===== config.mk =====
export PLATFORM = sky130hd
export DESIGN_NAME = hevc_open_gop_nal_scanner
export DESIGN_NICKNAME = d
export VERILOG_FILES = /design/src/sv/hogns_pkg.sv /design/src/sv/hevc_open_gop_nal_scanner.sv /design/src/sv/hogns_in_reg.sv /design/src/sv/hogns_core.sv
export SDC_FILE = /design/constraint.sdc
export NUM_CORES = 1
export LEC_CHECK = 0
export BUFFER_PORTS_ARGS = -buffer_cell sky130_fd_sc_hd__buf_2
export CORE_MARGIN = 4
export CORE_UTILIZATION = 25
export CTS_CLUSTER_SIZE = 8
export DETAILED_ROUTE_END_ITERATION = 10
export GPL_TIMING_DRIVEN = 1
export MAX_ROUTING_LAYER = met4
export PLACE_DENSITY = 0.46
export SLEW_MARGIN = 20
export SYNTH_ARGS = -nofsm -noshare
export SYNTH_HDL_FRONTEND = slang
export SYNTH_HIERARCHICAL = 1
export SYNTH_SLANG_ARGS = --single-unit
export TNS_END_PERCENT = 10

===== constraint.sdc =====
create_clock -name clk -period 14.2 [get_ports clk]
set_clock_uncertainty 0.15 [all_clocks]
set_input_delay 0 -clock clk [delete_from_list [all_inputs] [get_ports clk]]
set_output_delay 0 -clock clk [all_outputs]
set_load 0.05 [all_outputs]

===== src/sv/hogns_pkg.sv =====
`default_nettype none

package hogns_pkg;

  localparam int POSITION_WIDTH_DEF = 24;
  localparam int CFG_W = 3;
  localparam int SIZE_W = 24;
  localparam int LEN_W = 32;
  localparam int TYPE_W = 6;

  localparam logic [CFG_W-1:0] PREFIX_RESET = 3'd4;
  localparam logic [CFG_W-1:0] PREFIX_MIN = 3'd1;
  localparam logic [CFG_W-1:0] PREFIX_MAX = 3'd4;

  // Unit types that mark an open GOP
  localparam logic [TYPE_W-1:0] NUT_RASL_N = 6'd8;
  localparam logic [TYPE_W-1:0] NUT_RASL_R = 6'd9;
  localparam logic [TYPE_W-1:0] NUT_BLA_W_LP = 6'd16;
  localparam logic [TYPE_W-1:0] NUT_BLA_W_RADL = 6'd17;
  localparam logic [TYPE_W-1:0] NUT_BLA_N_LP = 6'd18;
  localparam logic [TYPE_W-1:0] NUT_CRA = 6'd21;

  typedef enum logic [1:0] {
    PH_HEADER = 2'd0,
    PH_TYPE   = 2'd1,
    PH_SKIP   = 2'd2,
    PH_STOP   = 2'd3
  } phase_t;

  typedef struct packed {
    logic [7:0]        data_byte;
    logic [SIZE_W-1:0] packet_size;
    logic              last_byte;
  } in_item_t;

  typedef struct packed {
    logic              open_gop_found;
    logic [TYPE_W-1:0] unit_type;
  } out_item_t;

  function automatic logic is_open_gop(logic [TYPE_W-1:0] t);
    return t inside {NUT_RASL_N, NUT_RASL_R, NUT_BLA_W_LP, NUT_BLA_W_RADL,
                     NUT_BLA_N_LP, NUT_CRA};
  endfunction

  // Clamp the configured prefix width to 1..4
  function automatic logic [CFG_W-1:0] prefix_width(logic [CFG_W-1:0] c);
    logic [CFG_W-1:0] w;
    w = c;
    if (c < PREFIX_MIN) w = PREFIX_MIN;
    if (c > PREFIX_MAX) w = PREFIX_MAX;
    return w;
  endfunction

endpackage

`default_nettype wire


===== src/sv/hevc_open_gop_nal_scanner.sv =====
// Channel   Direction  Handshake              Carries
// in_*      input      in_valid / in_stall    one packet byte, packet size, last flag
// out_*     output     out_valid / out_stall  open-GOP flag and unit type
// cfg_*     input      cfg_valid / cfg_ready  length prefix width (1 to 4 bytes)
//
// One byte is taken every cycle while in_stall is low; a byte's request passes from the
// input register through the scan update into the result register.
// The result appears only for a byte with last_byte set; other bytes give none.
// rst_n is synchronous and active low; it clears the scan and the prefix width to 4.
// in_stall rises only while a result is held under out_stall and a byte waits behind it.
// cfg_ready is always high; a new prefix width applies from the next byte scanned.
`default_nettype none

module hevc_open_gop_nal_scanner #(
  parameter int POSITION_WIDTH = hogns_pkg::POSITION_WIDTH_DEF
) (
  input  wire logic                        clk,
  input  wire logic                        rst_n,
  input  wire logic                        in_valid,
  output logic                             in_stall,
  input  wire hogns_pkg::in_item_t         in_data,
  output logic                             out_valid,
  input  wire logic                        out_stall,
  output hogns_pkg::out_item_t             out_data,
  input  wire logic                        cfg_valid,
  output logic                             cfg_ready,
  input  wire logic [hogns_pkg::CFG_W-1:0] cfg_data
);

  logic                          stg_valid;
  hogns_pkg::in_item_t           stg_item;
  logic                          advance;
  logic [hogns_pkg::CFG_W-1:0]   prefix_cfg_r;

  // Configuration request: take it at once, no back-pressure
  assign cfg_ready = 1'b1;

  always_ff @(posedge clk) begin
    if (!rst_n) begin
      prefix_cfg_r <= hogns_pkg::PREFIX_RESET;
    end else if (cfg_valid && cfg_ready) begin
      prefix_cfg_r <= cfg_data;
    end
  end

  // Input register: hold each byte request until the scan can take it
  hogns_in_reg u_in_reg (
    .clk       (clk),
    .rst_n     (rst_n),
    .in_valid  (in_valid),
    .in_data   (in_data),
    .advance   (advance),
    .in_stall  (in_stall),
    .stg_valid (stg_valid),
    .stg_item  (stg_item)
  );

  // Scan update and result register; advance drops only while a result is stuck
  hogns_core #(
    .POSITION_WIDTH (POSITION_WIDTH)
  ) u_core (
    .clk        (clk),
    .rst_n      (rst_n),
    .stg_valid  (stg_valid),
    .stg_item   (stg_item),
    .prefix_cfg (prefix_cfg_r),
    .out_stall  (out_stall),
    .advance    (advance),
    .out_valid  (out_valid),
    .out_data   (out_data)
  );

endmodule

`default_nettype wire


===== src/sv/hogns_in_reg.sv =====
`default_nettype none

module hogns_in_reg (
  input  wire logic                clk,
  input  wire logic                rst_n,
  input  wire logic                in_valid,
  input  wire hogns_pkg::in_item_t in_data,
  input  wire logic                advance,
  output logic                     in_stall,
  output logic                     stg_valid,
  output hogns_pkg::in_item_t      stg_item
);

  logic                stg_valid_r;
  hogns_pkg::in_item_t stg_item_r;

  // Hold the byte only while it cannot move on
  assign in_stall = stg_valid_r && !advance;

  always_ff @(posedge clk) begin
    if (!rst_n) begin
      stg_valid_r <= 1'b0;
    end else if (!in_stall) begin
      stg_valid_r <= in_valid;
    end
  end

  always_ff @(posedge clk) begin
    if (!in_stall && in_valid) begin
      stg_item_r <= in_data;
    end
  end

  assign stg_valid = stg_valid_r;
  assign stg_item  = stg_item_r;

endmodule

`default_nettype wire


===== src/sv/hogns_core.sv =====
`default_nettype none

module hogns_core #(
  parameter int POSITION_WIDTH = hogns_pkg::POSITION_WIDTH_DEF
) (
  input  wire logic                        clk,
  input  wire logic                        rst_n,
  input  wire logic                        stg_valid,
  input  wire hogns_pkg::in_item_t         stg_item,
  input  wire logic [hogns_pkg::CFG_W-1:0] prefix_cfg,
  input  wire logic                        out_stall,
  output logic                             advance,
  output logic                             out_valid,
  output hogns_pkg::out_item_t             out_data
);

  localparam int SUM_W = 34;
  localparam int SW = hogns_pkg::SIZE_W;
  localparam int LW = hogns_pkg::LEN_W;
  localparam int TW = hogns_pkg::TYPE_W;

  hogns_pkg::phase_t         phase_r, phase_nxt;
  logic [POSITION_WIDTH-1:0] pos_r, pos_nxt;
  logic [LW-1:0]             acc_r, acc_nxt;
  logic [1:0]                hbs_r, hbs_nxt;
  logic [SW-1:0]             left_r, left_nxt;
  logic                      found_r, found_nxt;
  logic [TW-1:0]             ftype_r, ftype_nxt;
  logic                      out_valid_r, out_valid_nxt;
  hogns_pkg::out_item_t      out_data_r, out_data_nxt;

  logic                      fire;
  logic [hogns_pkg::CFG_W-1:0] w;
  logic [LW-1:0]             acc_v;
  logic [SUM_W-1:0]          pos_ext, size_ext;
  logic [TW-1:0]             t;

  assign advance = !(out_valid_r && out_stall);
  assign fire    = stg_valid && advance;

  always_comb begin
    phase_nxt     = phase_r;
    pos_nxt       = pos_r;
    acc_nxt       = acc_r;
    hbs_nxt       = hbs_r;
    left_nxt      = left_r;
    found_nxt     = found_r;
    ftype_nxt     = ftype_r;
    out_valid_nxt = out_valid_r;
    out_data_nxt  = out_data_r;
    w        = hogns_pkg::prefix_width(prefix_cfg);
    pos_ext  = SUM_W'(pos_r);
    size_ext = SUM_W'(stg_item.packet_size);
    acc_v    = (hbs_r == 2'd0) ? LW'(stg_item.data_byte)
                               : {acc_r[LW-9:0], stg_item.data_byte};
    t        = stg_item.data_byte[6:1];

    if (advance) begin
      out_valid_nxt = 1'b0;
    end

    if (fire) begin
      unique case (phase_r)
        hogns_pkg::PH_HEADER: begin
          if (hbs_r == 2'd0 && !(pos_ext + SUM_W'(w) < size_ext)) begin
            phase_nxt = hogns_pkg::PH_STOP;
          end else begin
            acc_nxt = acc_v;
            if ({1'b0, hbs_r} + 3'd1 >= w) begin
              hbs_nxt = 2'd0;
              if (acc_v == '0 || acc_v[LW-1] ||
                  pos_ext + SUM_W'(1) + SUM_W'(acc_v) > size_ext) begin
                phase_nxt = hogns_pkg::PH_STOP;
              end else begin
                phase_nxt = hogns_pkg::PH_TYPE;
              end
            end else begin
              hbs_nxt = hbs_r + 2'd1;
            end
          end
        end
        hogns_pkg::PH_TYPE: begin
          if (hogns_pkg::is_open_gop(t)) begin
            found_nxt = 1'b1;
            ftype_nxt = t;
            phase_nxt = hogns_pkg::PH_STOP;
          end else begin
            left_nxt  = acc_r[SW-1:0] - SW'(1);
            phase_nxt = (left_nxt != '0) ? hogns_pkg::PH_SKIP : hogns_pkg::PH_HEADER;
          end
        end
        hogns_pkg::PH_SKIP: begin
          left_nxt = left_r - SW'(1);
          if (left_nxt == '0) phase_nxt = hogns_pkg::PH_HEADER;
        end
        hogns_pkg::PH_STOP: begin
        end
      endcase

      pos_nxt = pos_r + POSITION_WIDTH'(1);

      // Report on the final byte, then clear the scan
      if (stg_item.last_byte) begin
        out_valid_nxt               = 1'b1;
        out_data_nxt.open_gop_found = found_nxt;
        out_data_nxt.unit_type      = ftype_nxt;
        phase_nxt = hogns_pkg::PH_HEADER;
        pos_nxt   = '0;
        acc_nxt   = '0;
        hbs_nxt   = 2'd0;
        left_nxt  = '0;
        found_nxt = 1'b0;
        ftype_nxt = '0;
      end
    end
  end

  always_ff @(posedge clk) begin
    if (!rst_n) begin
      phase_r     <= hogns_pkg::PH_HEADER;
      pos_r       <= '0;
      acc_r       <= '0;
      hbs_r       <= 2'd0;
      left_r      <= '0;
      found_r     <= 1'b0;
      ftype_r     <= '0;
      out_valid_r <= 1'b0;
    end else begin
      phase_r     <= phase_nxt;
      pos_r       <= pos_nxt;
      acc_r       <= acc_nxt;
      hbs_r       <= hbs_nxt;
      left_r      <= left_nxt;
      found_r     <= found_nxt;
      ftype_r     <= ftype_nxt;
      out_valid_r <= out_valid_nxt;
    end
  end

  always_ff @(posedge clk) begin
    out_data_r <= out_data_nxt;
  end

  assign out_valid = out_valid_r;
  assign out_data  = out_data_r;

endmodule

`default_nettype wire


# After elaboration in Yosys (flattened, before gate mapping)
# Cells that the tools add are included.
word_totals:
  in_bits: 41
  out_inout_bits: 10
  regBits: 128
  elab_cells: 94
op_classes:
  n_addsub: 8
  n_mux: 31
  n_lt_le_gt_ge: 5
  n_reduce_logical: 23
  n_eq_ne: 12
ops:
  columns: ["cell", "n"]
  rows:
  - ["24-bit two-way mux", 6]
  - ["24-bit case mux with 2 select lines", 1]
  - ["24-bit by 1-bit subtractor with 24-bit output (second input constant)", 2]
  - ["34-bit by 24-bit greater-than comparator with 1-bit output", 1]
  - ["34-bit by 24-bit less-than comparator with 1-bit output", 1]
  - ["25-bit by 32-bit adder with 33-bit output", 1]
  - ["32-bit logical NOT", 1]
  - ["32-bit two-way mux", 1]
  - ["24-bit by 1-bit adder with 25-bit output (second input constant)", 1]
  - ["24-bit by 3-bit adder with 25-bit output", 1]
  - ["24-bit by 1-bit adder with 24-bit output (second input constant)", 1]
  - ["6-bit by 5-bit == test with 1-bit output (second input constant)", 4]
  - ["24-bit logical NOT", 1]
  - ["24-bit nonzero test", 1]
  - ["2-bit two-way mux", 11]
  - ["6-bit two-way mux", 3]
  - ["6-bit by 4-bit == test with 1-bit output (second input constant)", 2]
  - ["1-bit two-way mux", 6]
  - ["3-bit two-way mux", 2]
  - ["2-bit case mux with 3 select lines", 1]
  - ["3-bit AND reduction", 2]
  - ["6-bit nonzero test", 1]
  - ["1-bit logical AND", 5]
  - ["2-bit logical NOT", 2]
  - ["other kinds (18)", 21]

# Depth between registers and ports, before layout
# Gate-level depths: netlist of the first run.
logic_depth:
  ltp_word: 10
  depth_mapped: 30
  mapped_depth_nobuf: 24

# Modules after synthesis
# The synthesis of the first run kept the hierarchy.
by_module_without_submodules:
  columns: ["mod", "cells_each", "area_each_um2", "seq_area_each_um2", "instances"]
  rows:
  - ["hogns_core", 1198, 8983.6, 1891.8, 1]
  - ["hogns_in_reg", 37, 1038.5, 1011.0, 1]
  - ["hevc_open_gop_nal_scanner", 11, 117.6, 60.1, 1]

# Worst setup path after synthesis of the first run
# Ideal clock, no wire load.
synth_timing:
  path_type: "register to register"
  start: "register u_core.hbs_r[0]"
  end: "register u_core.phase_r[1]"
  path_stages_with_launch: 30
  setup_slack_ps: 7806
  required_time_ps: 13923
  setup_time_ps: 127
  arrival_time_ps: 6117
  synth_period_minus_slack_ps: 6394
  path_buffers: 6
  path_cell_list: "dfxtp_1 -> inv_1 -> ha_1 -> buf_2 -> buf_2 -> buf_1 -> clkbuf_1 -> clkbuf_1 -> clkbuf_1 -> nor2b_1 -> ha_1 -> a2111o_1 -> a21oi_1 -> o211a_1 -> nor2_1 -> and3_1 -> a211o_1 -> a21oi_1 -> xnor2_1 -> ha_1 -> nand2_1 -> or3_1 -> nor3b_1 -> o211ai_1 -> a211oi_1 -> nand4_1 -> a2111oi_0 -> nand4b_1 -> o31a_1 -> or3b_1"
synth_via:
  elab_chain_cells: 10
  elab_cells_between_ends: 17
  cone_classes: "add/sub: 2; order compare: 2; eq/ne: 1; mux: 6; reduce/logical: 6"
synth_lines:
  columns: ["element", "line_no", "rtl"]
  rows:
  - ["start, declared", "hogns_core.sv:25", "logic [1:0] hbs_r, hbs_nxt;"]
  - ["start signal, assigned", "hogns_core.sv:132", "hbs_r <= hbs_nxt;"]
  - ["2-bit logical NOT", "hogns_core.sv:54, hogns_core.sv:65", null]
  - ["32-bit two-way mux", "hogns_core.sv:54", "acc_v = (hbs_r == 2'd0) ? LW'(stg_item.data_byte)"]
  - ["25-bit by 32-bit adder with 33-bit output or 32-bit logical NOT (tied branches)", "hogns_core.sv:72, hogns_core.sv:71", null]
  - ["34-bit by 24-bit greater-than comparator with 1-bit output or 1-bit logical OR (tied branches)", "hogns_core.sv:72, hogns_core.sv:71", null]
  - ["1-bit logical OR", "hogns_core.sv:71", "if (acc_v == '0 || acc_v[LW-1] ||"]
  - ["2-bit two-way mux", "hogns_core.sv:71", null]
  - ["2-bit two-way mux", "hogns_core.sv:69", "if ({1'b0, hbs_r} + 3'd1 >= w) begin"]
  - ["2-bit two-way mux", "hogns_core.sv:65", "if (hbs_r == 2'd0 && !(pos_ext + SUM_W'(w) < size_ext)) begin"]
  - ["2-bit case mux with 3 select lines", "hogns_core.sv:63", "unique case (phase_r)"]
  - ["2-bit two-way mux", "hogns_core.sv:103", "if (stg_item.last_byte) begin"]
  - ["end signal, assigned", "hogns_core.sv:120", "phase_r <= hogns_pkg::PH_HEADER;"]
  - ["end signal, assigned", "hogns_core.sv:129", "phase_r <= phase_nxt;"]
  - ["end, declared", "hogns_core.sv:22", "hogns_pkg::phase_t phase_r, phase_nxt;"]
# Several ways; a longest one is shown, not always the timed one. The select of a mux whose other input is x is not followed.
# A chain may end at the register's enable or synchronous reset.

# Worst setup path after layout of the first run
# Same ends and word-level chain as after synthesis.

==> out/qor.json, run 1 <==
{
  "run_status": {"value": "finished clean"},
  "dp_hpwl": {"value": 23900, "unit": "microns"},
  "netlist_top_cells_count": {"value": "sky130_fd_sc_hd__nor2_1 (119), sky130_fd_sc_hd__nand2_1 (91), sky130_fd_sc_hd__dfxtp_1 (88)"},
  "post_route_cells_drive_above_1_share": {"value": 0.0899},
  "synthesized_area_fraction_occupied_by_and_or_nand_nor_cells": {"value": 0.259},
  "hold_violations": {"value": 0},
  "final_setup_viols": {"value": 0},
  "place.gp.congestion": {"value": 0.906},
  "antenna_cells": {"value": 0},
  "synth.mux.area_fraction": {"value": 0.00728},
  "yosysMostFrequentCell": {"value": "sky130_fd_sc_hd__nor2_1"},
  "utilization": {"value": 0.299},
  "fp.dieArea": {"value": 43800, "unit": "sq um"},
  "max-clock-path-buffers": {"value": 2},
  "timing.final.crit_share": {"value": 0.447},
  "main_combinational_cell_family_by_area_after_synthesis": {"value": "simple AND/OR/NAND/NOR gates"},
  "criticalPathCategory": {"value": "reg -> reg"},
  "holdWs": {"value": 0.0755, "unit": "ns"},
  "synth.avg_cell_area": {"value": 8.14, "unit": "sq um"},
  "post_drt_via_cell_ratio": {"value": 5.04},
  "tritoncts_sink_count": {"value": 128},
  "timing.critical_path.to_type": {"value": "register"},
  "synth-async-reset-ratio": {"value": 0},
  "proportion_of_synthesized_chip_area_in_sequential_cells": {"value": 0.292},
  "root_buffer_cell": {"value": "sky130_fd_sc_hd__clkbuf_16"},
  "detail_route.iter0.violations": {"value": 619},
  "synth.top_cell.area_share": {"value": 0.174},
  "die_height": {"value": 209, "unit": "microns"},
  "cts_tree": {"value": "done"},
  "max_freq": {"value": 157, "unit": "MHz"},
  "start_util": {"value": 0.254},
  "ys_ff_latch": {"value": 128},
  "synthToLayoutAreaGrowth": {"value": 17.6, "unit": "%"},
  "synth_top_cell_by_area": {"value": "sky130_fd_sc_hd__dfxtp_1"},
  "timing_max_transition_violations_final": {"value": 0},
  "netlist_area": {"value": 10100, "unit": "sq um"},
  "worst-slew-pin-transition": {"value": 1.05, "unit": "ns"},
  "wire_per_inst": {"value": 17.6, "unit": "microns"},
  "pre_cts_ws": {"value": 7.87, "unit": "ns"},
  "finalWorstPathRequiredPeriod": {"value": 6.35, "unit": "ns"},
  "vias": {"value": 9209},
  "synth.top_cells.by_area": {"value": "sky130_fd_sc_hd__dfxtp_1 (17%), sky130_fd_sc_hd__edfxtp_1 (12%), sky130_fd_sc_hd__ha_1 (9.9%), sky130_fd_sc_hd__xnor2_1 (5.0%), sky130_fd_sc_hd__nor2b_1 (4.9%)"},
  "relSlewSlack": {"value": 0.299},
  "mappedNetlistNets": {"value": 1369},
  "p_leak": {"value": 4.65, "unit": "nW"},
  "grt_use_total": {"value": 0.150},
  "cts.reportedPaths.clkPinSlew": {"value": 0.07, "unit": "ns"},
  "total_iterations_of_the_first_detailed_routing_run": {"value": 5},
  "critical_path_peak_fanout": {"value": 64},
  "worst_skew_pair.late_latency": {"value": 0.43, "unit": "ns"},
  "wire_length_of_the_first_global_routing_pass": {"value": 51600, "unit": "microns"},
  "core-area": {"value": 39900, "unit": "sq um"},
  "routed_wirelength": {"value": 32100, "unit": "microns"},
  "totalPowerFinal": {"value": 1.08, "unit": "mW"},
  "synth-edff-count": {"value": 40},
  "ys_warn_count": {"value": 6},
  "place.detailed.instances": {"value": 1751},
  "synth-adder-area-share": {"value": 0.104},
  "drv_cap": {"value": 0},
  "worst-r2r-cell-count": {"value": 21},
  "clock_tree.htree_level_count": {"value": 4},
  "grt_pass1_vias": {"value": 9033},
  "synth.lib_cells_used.distinct": {"value": 85},
  "cts_made_buffers": {"value": 17},
  "io_pins": {"value": 51},
  "grt_setup_unrepaired": {"value": "no"},
  "buffer_ports.inserted": {"value": 49},
  "whs_path_depth": {"value": 3},
  "final_net_count": {"value": 1411},
  "placementRows": {"value": 73},
  "postPlaceCellArea": {"value": 10800, "unit": "sq um"},
  "dieWidth": {"value": 209, "unit": "microns"},
  "post_cts_buffers": {"value": 0},
  "hold_path.class": {"value": "in -> reg"},
  "crit_path_start_kind": {"value": "register"},
  "critPathRequiredTime": {"value": 14.36, "unit": "ns"},
  "power-per-cell-area": {"value": 90.5, "unit": "nW/um^2"},
  "grt_antenna_before_repair": {"value": 0},
  "synth_compound_gate_area_share": {"value": 0.202},
  "layout.cells.non_filler": {"value": 1826},
  "grt_max_degree": {"value": 68},
  "vdd.ir_drop.worst": {"value": 0.0830, "unit": "mV"},
  "post_synthesis_xor_xnor_area_fraction": {"value": 0.0855},
  "ys_dominant_reg_cell": {"value": "sky130_fd_sc_hd__dfxtp_1"},
  "setup_total_negative_slack": {"value": 0, "unit": "ns"},
  "drc_errors": {"value": 0},
  "layout_setup_ws": {"value": 7.85, "unit": "ns"},
  "ant_nets": {"value": 0},
  "grt-ovfl-total": {"value": 0},
  "crit_arrival": {"value": 6.52, "unit": "ns"},
  "final_cell_area": {"value": 11900, "unit": "sq um"},
  "synthCells": {"value": 1246},
  "nFillCells": {"value": 4235}
}
where the power goes:
group          leakage (nW)  internal [mW]  switching, mW
sequential             1.10          0.389         0.0132
combinational          3.22         0.0609         0.0905
clock                 0.332          0.333          0.192
layout by cell type (no fill, tap or decap), types with 17 or more instances in the layout:
master                          instances
sky130_fd_sc_hd__edfxtp_1              40
sky130_fd_sc_hd__ha_1                  79
sky130_fd_sc_hd__nor3_1                29
sky130_fd_sc_hd__o21ai_0               50
sky130_fd_sc_hd__buf_2                 49
sky130_fd_sc_hd__nand2_1               91
sky130_fd_sc_hd__nor2b_1               78
sky130_fd_sc_hd__a22oi_1               39
sky130_fd_sc_hd__nand4_1               22
sky130_fd_sc_hd__nand2b_1              17
sky130_fd_sc_hd__dfxtp_1               88
sky130_fd_sc_hd__a21oi_1               60
sky130_fd_sc_hd__clkbuf_16             17
sky130_fd_sc_hd__xnor2_1               58
sky130_fd_sc_hd__nor2_1               118
sky130_fd_sc_hd__inv_1                 55
sky130_fd_sc_hd__nor4_1                20
sky130_fd_sc_hd__dlygate4sd3_1         43
sky130_fd_sc_hd__xor2_1                41
sky130_fd_sc_hd__nand3_1               25
logic make-up after synthesis:
family,Yosys count
simple gates,494
compound gates,302
buf+inv,132
flops,128
xor+xnor,99
fa+ha+maj,83
mux,7
other cells,1
state kept, by name (all words and copies together), names as in the netlist:
signal / flops
u_core/pos_r: 24
u_core/phase_r: 2
u_in_reg/stg_item: 33
prefix_cfg_r: 3
u_core/hbs_r: 2
u_core/ftype_r: 6
u_core/found_r: 1
u_core/out_valid: 1
u_core/out_data: 7
u_core/acc_r: 24
u_in_reg/stg_valid: 1
u_core/left_r: 24
final timing paths:
path | from | endpoint | slack (ns)
worst min register to register | u_core/found_r$_SDFFE_PN0P_ | u_core/found_r$_SDFFE_PN0P_ | 0.32
worst max register to register | u_core/hbs_r[0]$_SDFFE_PN0P_ | u_core/phase_r[1]$_SDFFE_PN0P_ | 7.85
worst min-delay path | rst_n | u_core/left_r[0]$_SDFFE_PN0P_ | 0.08
worst max-delay path | u_core/hbs_r[0]$_SDFFE_PN0P_ | u_core/phase_r[1]$_SDFFE_PN0P_ | 7.85
layer usage:
metal,part of all wire,GRT usage,up-vias
met4,0.012,0.0313,0
met1,0.49,0.207,4425
li1,-,-,4595
met2,0.46,0.236,165
met5,0,-,-
met3,0.035,0.0199,24
layout make-up:
| type | instances | area, sq um | area share |
|---|---|---|---|
| flip-flops and latches | 128 | 2960 | 0.248 |
| well taps | 525 | 657 | 0.0551 |
| inverters | 57 | 214 | 0.0179 |
| clock inverters | 15 | 255 | 0.0214 |
| clock buffers | 17 | 425 | 0.0357 |
| repair buffers | 98 | 721 | 0.0604 |
| multi-input cells | 986 | 6690 | 0.561 |
what timing repair did:
item	CTS	global route
endpoints found under the setup margin	0	0
endpoints found under the hold margin	38	0
resized for setup	0	0
hold buffers	43	0
critical path, stage by stage (launching register included):
cell,delay (ns)
sky130_fd_sc_hd__dfxtp_1,0.35
sky130_fd_sc_hd__inv_1,0.07
sky130_fd_sc_hd__ha_2,0.16
sky130_fd_sc_hd__buf_4,0.48
sky130_fd_sc_hd__nor2_1,0.22
sky130_fd_sc_hd__maj3_1,0.37
sky130_fd_sc_hd__a41oi_1,0.56
sky130_fd_sc_hd__nor4_1,0.11
sky130_fd_sc_hd__or3b_1,0.47
sky130_fd_sc_hd__a31oi_1,0.24
sky130_fd_sc_hd__xnor2_1,0.11
sky130_fd_sc_hd__ha_1,0.31
sky130_fd_sc_hd__nand2_1,0.06
sky130_fd_sc_hd__or3_1,0.40
sky130_fd_sc_hd__nor3b_1,0.43
sky130_fd_sc_hd__o211ai_1,0.14
sky130_fd_sc_hd__a211oi_1,0.24
sky130_fd_sc_hd__nand4_1,0.13
sky130_fd_sc_hd__a2111oi_0,0.37
sky130_fd_sc_hd__nand4b_1,0.18
sky130_fd_sc_hd__o31a_1,0.32
sky130_fd_sc_hd__or3b_1,0.33
Note: power is estimated with default switching activity, not from simulation.
==> inputs of run 2 (changes only) <==
- ABC_AREA: not set -> 1
- PLACE_DENSITY: 0.46 -> 0.48
- clock period: 14.2 -> 5.5 ns (I/O delays scaled with it)
==> run 2 against run 1 <==
Register-to-register slack worse by 7.0 ns. Die area is 0.70% higher. Critical path depth stayed put. Clock power is 120% higher. Worst hold slack better by 0.043 ns. Combinational power grew to 3.4 times the previous value. Non-clock buffer count is 3 higher. Final area is 1.2% higher. Largest cell class unchanged. Highest routed layer unchanged.
==> out/qor.json, run 2 <==
{
  "run_status": {"value": "finished clean"},
  "layout_common_cells": {"value": "sky130_fd_sc_hd__nand2_1 (410), sky130_fd_sc_hd__inv_1 (205), sky130_fd_sc_hd__nor2_1 (203)"},
  "utilization": {"value": 0.301, "change": "+0.00210"},
  "post_cts_buffers": {"value": 0, "change": "unchanged"},
  "netlist_area": {"value": 10200, "unit": "sq um", "change": "+0.73%"},
  "detail_route.iter0.violations": {"value": 646, "change": "+4.4%"},
  "largest_reg_flops": {"value": 33, "change": "unchanged"},
  "ys_dominant_reg_cell": {"value": "sky130_fd_sc_hd__dfxtp_1"},
  "placementRows": {"value": 73, "change": "unchanged"},
  "final_cell_area": {"value": 12100, "unit": "sq um", "change": "+1.2%"},
  "ys_warn_count": {"value": 6, "change": "unchanged"},
  "holdWs": {"value": 0.119, "unit": "ns", "change": "+0.0433 ns"},
  "nFillCells": {"value": 4379, "change": "+3.4%"},
  "timing.final.crit_share": {"value": 0.840, "change": "+0.393"},
  "timing.critical_path.to_type": {"value": "register"},
  "grt-ovfl-total": {"value": 0, "change": "unchanged"},
  "pre_cts_ws": {"value": 0.849, "unit": "ns", "change": "-7.02 ns"},
  "synth-edff-count": {"value": 40, "change": "unchanged"},
  "drc_errors": {"value": 0, "change": "unchanged"},
  "hold_path.class": {"value": "in -> reg"},
  "layout_setup_ws": {"value": 0.879, "unit": "ns", "change": "-6.97 ns"},
  "start_util": {"value": 0.255, "change": "+0.000684"},
  "layout.cells.non_filler": {"value": 2165, "change": "+19%"},
  "io_pins": {"value": 51, "change": "unchanged"},
  "critical_path_buf_inv_count": {"value": 1, "change": "-1"},
  "root_buffer_cell": {"value": "sky130_fd_sc_hd__clkbuf_16"},
  "cts.reportedPaths.clkPinSlew": {"value": 0.06, "unit": "ns", "change": "about the same"},
  "relSlewSlack": {"value": 0.359, "change": "+0.0604"},
  "crit_path_start_kind": {"value": "register"},
  "place.detailed.instances": {"value": 2084, "change": "+19%"},
  "cts_resized": {"value": 0, "change": "unchanged"},
  "cts_made_buffers": {"value": 17, "change": "unchanged"},
  "wire_per_inst": {"value": 15.8, "unit": "microns", "change": "-10%"},
  "synthCells": {"value": 1539, "change": "+24%"},
  "buffer_ports.inserted": {"value": 49, "change": "unchanged"},
  "mappedNetlistNets": {"value": 1662, "change": "+21%"},
  "critical_path_peak_fanout": {"value": 24, "change": "-63%"},
  "antenna_cells": {"value": 0, "change": "unchanged"},
  "vias": {"value": 10100, "change": "+10%"},
  "tritoncts_sink_count": {"value": 128, "change": "unchanged"},
  "grt_antenna_before_repair": {"value": 0, "change": "unchanged"},
  "postPlaceCellArea": {"value": 11000, "unit": "sq um", "change": "+1.5%"},
  "routed_wirelength": {"value": 34300, "unit": "microns", "change": "+6.5%"},
  "worst-slew-pin-transition": {"value": 0.959, "unit": "ns", "change": "-0.0929 ns"},
  "dp_hpwl": {"value": 27600, "unit": "microns", "change": "+16%"},
  "hold_buffers": {"value": 49, "change": "+14%"},
  "proportion_of_synthesized_chip_area_in_sequential_cells": {"value": 0.290, "change": "-0.00211"},
  "totalPowerFinal": {"value": 2.73, "unit": "mW", "change": "+150%"},
  "worst_skew_pair.late_latency": {"value": 0.44, "unit": "ns", "change": "about the same"},
  "synth_top_cell_by_area": {"value": "sky130_fd_sc_hd__dfxtp_1"},
  "post_drt_via_cell_ratio": {"value": 4.69, "change": "-7.1%"},
  "power-per-cell-area": {"value": 226, "unit": "nW/um^2", "change": "+150%"},
  "crit_arrival": {"value": 4.84, "unit": "ns", "change": "-1.68 ns"},
  "final_setup_viols": {"value": 0, "change": "unchanged"},
  "synth.top_cell.area_share": {"value": 0.172, "change": "-0.00126"},
  "grt_use_total": {"value": 0.160, "change": "+0.0102"},
  "hold_violations": {"value": 0, "change": "unchanged"},
  "grt_pass1_vias": {"value": 9814, "change": "+8.6%"},
  "netlist_top_cells_count": {"value": "sky130_fd_sc_hd__nand2_1 (410), sky130_fd_sc_hd__inv_1 (205), sky130_fd_sc_hd__nor2_1 (204)"},
  "drv_cap": {"value": 0, "change": "unchanged"},
  "critPathMaxStageDelay": {"value": 0.46, "unit": "ns", "change": "-0.10 ns"},
  "synth.lib_cells_used.distinct": {"value": 55, "change": "-35%"},
  "post_route_cells_drive_above_1_share": {"value": 0.0665, "change": "-0.0235"},
  "timing.critical_path.slowest_stage_cell": {"value": "sky130_fd_sc_hd__nor2_4"},
  "timing.critical_path.max_delay_family": {"value": "simple AND/OR/NAND/NOR gates"},
  "cts_tree": {"value": "done"},
  "ant_nets": {"value": 0, "change": "unchanged"},
  "ys_ff_latch": {"value": 128, "change": "unchanged"},
  "clock_tree.htree_level_count": {"value": 4, "change": "unchanged"},
  "total_iterations_of_the_first_detailed_routing_run": {"value": 5, "change": "unchanged"},
  "grt_setup_unrepaired": {"value": "no"},
  "p_leak": {"value": 5.64, "unit": "nW", "change": "+21%"},
  "core-area": {"value": 40100, "unit": "sq um", "change": "+0.46%"},
  "dieWidth": {"value": 210, "unit": "microns", "change": "+0.35%"},
  "place.gp.congestion": {"value": 0.936, "change": "+3.4%"},
  "max_freq": {"value": 216, "unit": "MHz", "change": "+38%"},
  "crit_chain": {"value": "a21oi_1, ha_1, inv_1, fa_1, o21ai_4, nand2_4, nor2_4, nand4_1, xnor2_1, ha_1, a21oi_1, nor2_1, a211oi_1, nor2_1, nor2_1, nand3_1, nand2_2, nand2_4, nor2_4, nand2_1, a21oi_1"},
  "criticalPathCategory": {"value": "reg -> reg"},
  "critPathRequiredTime": {"value": 5.72, "unit": "ns", "change": "-8.64 ns"},
  "yosysMostFrequentCell": {"value": "sky130_fd_sc_hd__nand2_1"},
  "final_net_count": {"value": 1750, "change": "+24%"},
  "vdd.ir_drop.worst": {"value": 0.201, "unit": "mV", "change": "+140%"},
  "die_height": {"value": 210, "unit": "microns", "change": "+0.35%"},
  "timing_max_transition_violations_final": {"value": 0, "change": "unchanged"},
  "wire_length_of_the_first_global_routing_pass": {"value": 54200, "unit": "microns", "change": "+4.9%"},
  "synth.avg_cell_area": {"value": 6.64, "unit": "sq um", "change": "-18%"},
  "synthToLayoutAreaGrowth": {"value": 18.1, "unit": "%"},
  "synth-async-reset-ratio": {"value": 0, "change": "unchanged"},
  "grt_max_degree": {"value": 34, "change": "-50%"},
  "synth.top_cells.by_area": {"value": "sky130_fd_sc_hd__dfxtp_1 (17%), sky130_fd_sc_hd__nand2_1 (15%), sky130_fd_sc_hd__edfxtp_1 (12%), sky130_fd_sc_hd__ha_1 (9.8%), sky130_fd_sc_hd__inv_1 (7.5%)"},
  "most_frequent_standard_cell_in_the_layout_excluding_fill_and_tap_cells": {"value": "sky130_fd_sc_hd__nand2_1"},
  "fp.dieArea": {"value": 44200, "unit": "sq um", "change": "+0.70%"},
  "finalWorstPathRequiredPeriod": {"value": 4.62, "unit": "ns", "change": "-1.73 ns"},
  "setup_total_negative_slack": {"value": 0, "unit": "ns", "change": "unchanged"},
  "max-clock-path-buffers": {"value": 2, "change": "unchanged"}
}
run 2: path summary, 6_finish.rpt:
check | end | slack, ns | depth (start not counted) | startpoint
max | u_core/acc_r[21]$_SDFFE_PN0P_ | 0.88 | 21 | prefix_cfg_r[1]$_SDFFE_PN0P_
min | u_in_reg/stg_item[27]$_DFFE_PP_ | 0.12 | 2 | in_data[27]
max reg2reg | u_core/acc_r[21]$_SDFFE_PN0P_ | 0.88 | 21 | prefix_cfg_r[1]$_SDFFE_PN0P_
min reg2reg | u_core/ftype_r[5]$_SDFFE_PN0P_ | 0.31 | 2 | u_core/ftype_r[5]$_SDFFE_PN0P_
run 2: where the power goes:
group / total (mW) / switching, mW / leakage [nW] / internal [mW]
registers: 1.04 / 0.0317 / 1.11 / 1.01
clock network: 1.18 / 0.475 / 0.288 / 0.700
logic: 0.508 / 0.331 / 4.24 / 0.177
total: 2.73 / 0.838 / 5.64 / 1.89
run 2: layout make-up:
cell class / count / area (sq um) / area share
Tap cell: 525 / 657 / 0.0544
Sequential cell: 128 / 2960 / 0.246
Inverter: 213 / 802 / 0.0665
Multi-Input combinational cell: 1166 / 6280 / 0.521
Clock buffer: 18 / 450 / 0.0373
Timing Repair Buffer: 101 / 758 / 0.0628
Clock inverter: 14 / 153 / 0.0127
run 2: cells by family after synthesis:
family          after synthesis  share of synthesized area
flops                       128                      0.290
compound gates              214                      0.121
fa+ha+maj                    82                      0.102
other cells                   1                   0.000367
buf+inv                     245                     0.0956
simple gates                786                      0.320
xor+xnor                     83                     0.0712
run 2: metal layers:
metal | vias to the layer above | share of wire | global-route usage
met1 | 4657 | 0.47 | 0.212
li1 | 5190 | - | -
met3 | 44 | 0.039 | 0.0216
met4 | 0 | 0.026 | 0.0524
met5 | - | 0 | -
met2 | 254 | 0.46 | 0.253
run 2: worst reg2reg max path: cells and delay by family (launching register included):
kind,cells,cell delay [ns]
simple gates,11,1.72
compound gates,5,1.11
fa+ha+maj,3,0.94
flops,1,0.34
xor+xnor,1,0.23
buf+inv,1,0.05
==> inputs of run 3 (changes only) <==
- clock period: 5.5 -> 4.1 ns (I/O delays scaled with it)
==> run 3 against run 2 <==
Largest power group unchanged. Sequential share of layout area is 2.6 points lower. Critical endpoint is now u_core/acc_r[13]$_SDFFE_PN0P_. Critical path type unchanged. Sequential power is 34% higher. Via count is 4.9% higher. Final area is 12% higher. Flip-flop and latch count stayed put. Maximum frequency is 14% higher. Highest routed layer unchanged.
==> out/qor.json, run 3 (same netlist as run 2, synthesis figures left out) <==
{
  "run_status": {"value": "finished clean"},
  "dieWidth": {"value": 210, "unit": "microns", "change": "unchanged"},
  "whs_path_depth": {"value": 2, "change": "unchanged"},
  "grt_use_total": {"value": 0.165, "change": "+0.00499"},
  "critPathRequiredTime": {"value": 4.30, "unit": "ns", "change": "-1.42 ns"},
  "worst_skew_pair.late_latency": {"value": 0.43, "unit": "ns", "change": "about the same"},
  "r2r-start": {"value": "prefix_cfg_r[0]$_SDFFE_PN0P_"},
  "antenna_cells": {"value": 0, "change": "unchanged"},
  "die_height": {"value": 210, "unit": "microns", "change": "unchanged"},
  "place.gp.congestion": {"value": 0.928, "change": "-0.95%"},
  "grt_antenna_before_repair": {"value": 0, "change": "unchanged"},
  "layout.cells.non_filler": {"value": 2328, "change": "+7.5%"},
  "pre_cts_ws": {"value": -0.0737, "unit": "ns", "change": "-0.923 ns"},
  "detail_route.iter0.violations": {"value": 652, "change": "+0.93%"},
  "timing.final.crit_share": {"value": 0.985, "change": "+0.145"},
  "grt_setup_unrepaired": {"value": "yes"},
  "synthToLayoutAreaGrowth": {"value": 32.3, "unit": "%"},
  "dp_hpwl": {"value": 28900, "unit": "microns", "change": "+4.5%"},
  "post_drt_via_cell_ratio": {"value": 4.57, "change": "-2.4%"},
  "utilization": {"value": 0.337, "change": "+0.0362"},
  "most_frequent_standard_cell_in_the_layout_excluding_fill_and_tap_cells": {"value": "sky130_fd_sc_hd__nand2_1"},
  "vdd.ir_drop.worst": {"value": 0.239, "unit": "mV", "change": "+19%"},
  "final_net_count": {"value": 1913, "change": "+9.3%"},
  "routed_wirelength": {"value": 35800, "unit": "microns", "change": "+4.6%"},
  "place.detailed.instances": {"value": 2240, "change": "+7.5%"},
  "tritoncts_sink_count": {"value": 128, "change": "unchanged"},
  "start_util": {"value": 0.255, "change": "unchanged"},
  "io_pins": {"value": 51, "change": "unchanged"},
  "setup_total_negative_slack": {"value": 0, "unit": "ns", "change": "unchanged"},
  "totalPowerFinal": {"value": 3.79, "unit": "mW", "change": "+39%"},
  "grt_max_degree": {"value": 34, "change": "unchanged"},
  "root_buffer_cell": {"value": "sky130_fd_sc_hd__clkbuf_16"},
  "grt_pass1_vias": {"value": 10200, "change": "+3.9%"},
  "power-per-cell-area": {"value": 280, "unit": "nW/um^2", "change": "+24%"},
  "fp.dieArea": {"value": 44200, "unit": "sq um", "change": "unchanged"},
  "drv_cap": {"value": 0, "change": "unchanged"},
  "layout_common_cells": {"value": "sky130_fd_sc_hd__nand2_1 (399), sky130_fd_sc_hd__inv_1 (204), sky130_fd_sc_hd__nor2_1 (199)"},
  "nFillCells": {"value": 4355, "change": "-0.55%"},
  "critical_path_peak_fanout": {"value": 12, "change": "-50%"},
  "cts_tree": {"value": "done"},
  "worst-slew-pin-transition": {"value": 1.02, "unit": "ns", "change": "+0.0577 ns"},
  "drc_errors": {"value": 0, "change": "unchanged"},
  "postPlaceCellArea": {"value": 12200, "unit": "sq um", "change": "+11%"},
  "wire_length_of_the_first_global_routing_pass": {"value": 56400, "unit": "microns", "change": "+4.1%"},
  "max_freq": {"value": 248, "unit": "MHz", "change": "+14%"},
  "timing_max_transition_violations_final": {"value": 0, "change": "unchanged"},
  "ant_nets": {"value": 0, "change": "unchanged"},
  "timing.critical_path.to_type": {"value": "register"},
  "largest_reg_flops": {"value": 33, "change": "unchanged"},
  "startpoint": {"value": "prefix_cfg_r[0]$_SDFFE_PN0P_"},
  "relSlewSlack": {"value": 0.321, "change": "-0.0386"},
  "crit_path_start_kind": {"value": "register"},
  "placementRows": {"value": 73, "change": "unchanged"},
  "total_iterations_of_the_first_detailed_routing_run": {"value": 5, "change": "unchanged"},
  "crit_end": {"value": "u_core/acc_r[13]$_SDFFE_PN0P_"},
  "finalWorstPathRequiredPeriod": {"value": 4.04, "unit": "ns", "change": "-0.582 ns"},
  "max-clock-path-buffers": {"value": 2, "change": "unchanged"},
  "cts.reportedPaths.clkPinSlew": {"value": 0.06, "unit": "ns", "change": "about the same"},
  "criticalPathCategory": {"value": "reg -> reg"},
  "layout_setup_ws": {"value": 0.0609, "unit": "ns", "change": "-0.818 ns"},
  "buffer_ports.inserted": {"value": 49, "change": "unchanged"},
  "p_leak": {"value": 6.54, "unit": "nW", "change": "+16%"},
  "vias": {"value": 10600, "change": "+4.9%"},
  "clock_tree.htree_level_count": {"value": 4, "change": "unchanged"},
  "worst_r2r_endpoint": {"value": "u_core/acc_r[13]$_SDFFE_PN0P_"},
  "holdWs": {"value": 0.125, "unit": "ns", "change": "+0.00591 ns"},
  "grt-ovfl-total": {"value": 0, "change": "unchanged"},
  "final_cell_area": {"value": 13500, "unit": "sq um", "change": "+12%"},
  "worst-r2r-cell-count": {"value": 23, "change": "+9.5%"},
  "cts_made_buffers": {"value": 17, "change": "unchanged"},
  "core-area": {"value": 40100, "unit": "sq um", "change": "unchanged"},
  "hold_path.class": {"value": "in -> reg"},
  "final_setup_viols": {"value": 0, "change": "unchanged"},
  "post_route_cells_drive_above_1_share": {"value": 0.171, "change": "+0.104"},
  "hold_violations": {"value": 0, "change": "unchanged"},
  "wire_per_inst": {"value": 15.4, "unit": "microns", "change": "-2.7%"},
  "crit_arrival": {"value": 4.24, "unit": "ns", "change": "-0.60 ns"},
  "r2r_slack": {"value": 0.06, "unit": "ns", "change": "-0.82 ns"}
}
-- run 3: changes by cell type in the layout (fill, tap and decap cells not counted), moves of 3 or more --
cell,previous run,this run
sky130_fd_sc_hd__a21oi_2,0,5
sky130_fd_sc_hd__nor2_1,203,199
sky130_fd_sc_hd__a21oi_1,110,105
sky130_fd_sc_hd__nand2_2,4,13
sky130_fd_sc_hd__nor2_2,5,8
sky130_fd_sc_hd__buf_4,3,162
sky130_fd_sc_hd__nor3_1,29,25
sky130_fd_sc_hd__nand3_2,0,3
sky130_fd_sc_hd__nand2_1,410,399
sky130_fd_sc_hd__nor3_2,0,4
sky130_fd_sc_hd__nand3_1,85,82
-- run 3: critical path: stages, from the launching register on --
cell and delay, ns:
sky130_fd_sc_hd__dfxtp_2 0.33, sky130_fd_sc_hd__inv_1 0.05, sky130_fd_sc_hd__a21oi_2 0.18, sky130_fd_sc_hd__ha_2 0.21, sky130_fd_sc_hd__inv_2 0.04, sky130_fd_sc_hd__fa_2 0.36, sky130_fd_sc_hd__o21ai_4 0.19, sky130_fd_sc_hd__nand2_4 0.09
sky130_fd_sc_hd__nor2_4 0.18, sky130_fd_sc_hd__buf_4 0.13, sky130_fd_sc_hd__nand2_1 0.06, sky130_fd_sc_hd__xor2_1 0.16, sky130_fd_sc_hd__ha_1 0.31, sky130_fd_sc_hd__a21oi_1 0.16, sky130_fd_sc_hd__o21a_1 0.13, sky130_fd_sc_hd__o221ai_1 0.12
sky130_fd_sc_hd__nand2_1 0.11, sky130_fd_sc_hd__nand3_2 0.15, sky130_fd_sc_hd__nand2_4 0.14, sky130_fd_sc_hd__nand2_4 0.07, sky130_fd_sc_hd__nor2_4 0.24, sky130_fd_sc_hd__clkbuf_16 0.22, sky130_fd_sc_hd__nand2_1 0.05, sky130_fd_sc_hd__a21oi_1 0.13
-- run 3: worst min-delay path by stage --
stage / from / end / slack, ns
after floorplan: rst_n / prefix_cfg_r[2]$_SDFFE_PN1P_ / -0.07
after global placement: in_data[8] / u_in_reg/stg_item[8]$_DFFE_PP_ / 0.03
after detailed placement: in_data[6] / u_in_reg/stg_item[6]$_DFFE_PP_ / 0.03
after CTS: in_data[28] / u_in_reg/stg_item[28]$_DFFE_PP_ / 0.11
after global routing: in_data[32] / u_in_reg/stg_item[32]$_DFFE_PP_ / 0.12
final: in_data[32] / u_in_reg/stg_item[32]$_DFFE_PP_ / 0.12
-- run 3: report_power, final --
part	switching [mW]	total [mW]	internal, mW
clock	0.623	1.63	1.01
combinational	0.470	0.761	0.291
sequential	0.0349	1.39	1.36
total	1.13	3.79	2.66
-- run 3: repair_timing --
action,4_1_cts,5_1_grt
pin swaps,1,17
endpoints found under the setup margin,27,28
buffers inserted,1,4
hold endpoints to repair,51,0
gates cloned,0,2
hold buffers,49,0
resized for setup,3,42
-- run 3: layout make-up --
type                       instances  area (sq um)  share of cell area
inverter                         213           806              0.0596
clock buffer                      20           468              0.0346
sequential                       128          2970               0.219
multi-input combinational       1166          6420               0.475
timing repair buffer             264          2040               0.151
tap                              525           657              0.0486
clock inverter                    12           153              0.0113
-- run 3: per-layer routing --
| metal | vias up | GRT usage | part of all wire |
|---|---|---|---|
| li1 | 5515 | - | - |
| met1 | 4866 | 0.215 | 0.47 |
| met2 | 209 | 0.269 | 0.47 |
| met3 | 52 | 0.0214 | 0.032 |
| met4 | 0 | 0.0486 | 0.026 |
| met5 | - | - | 0 |
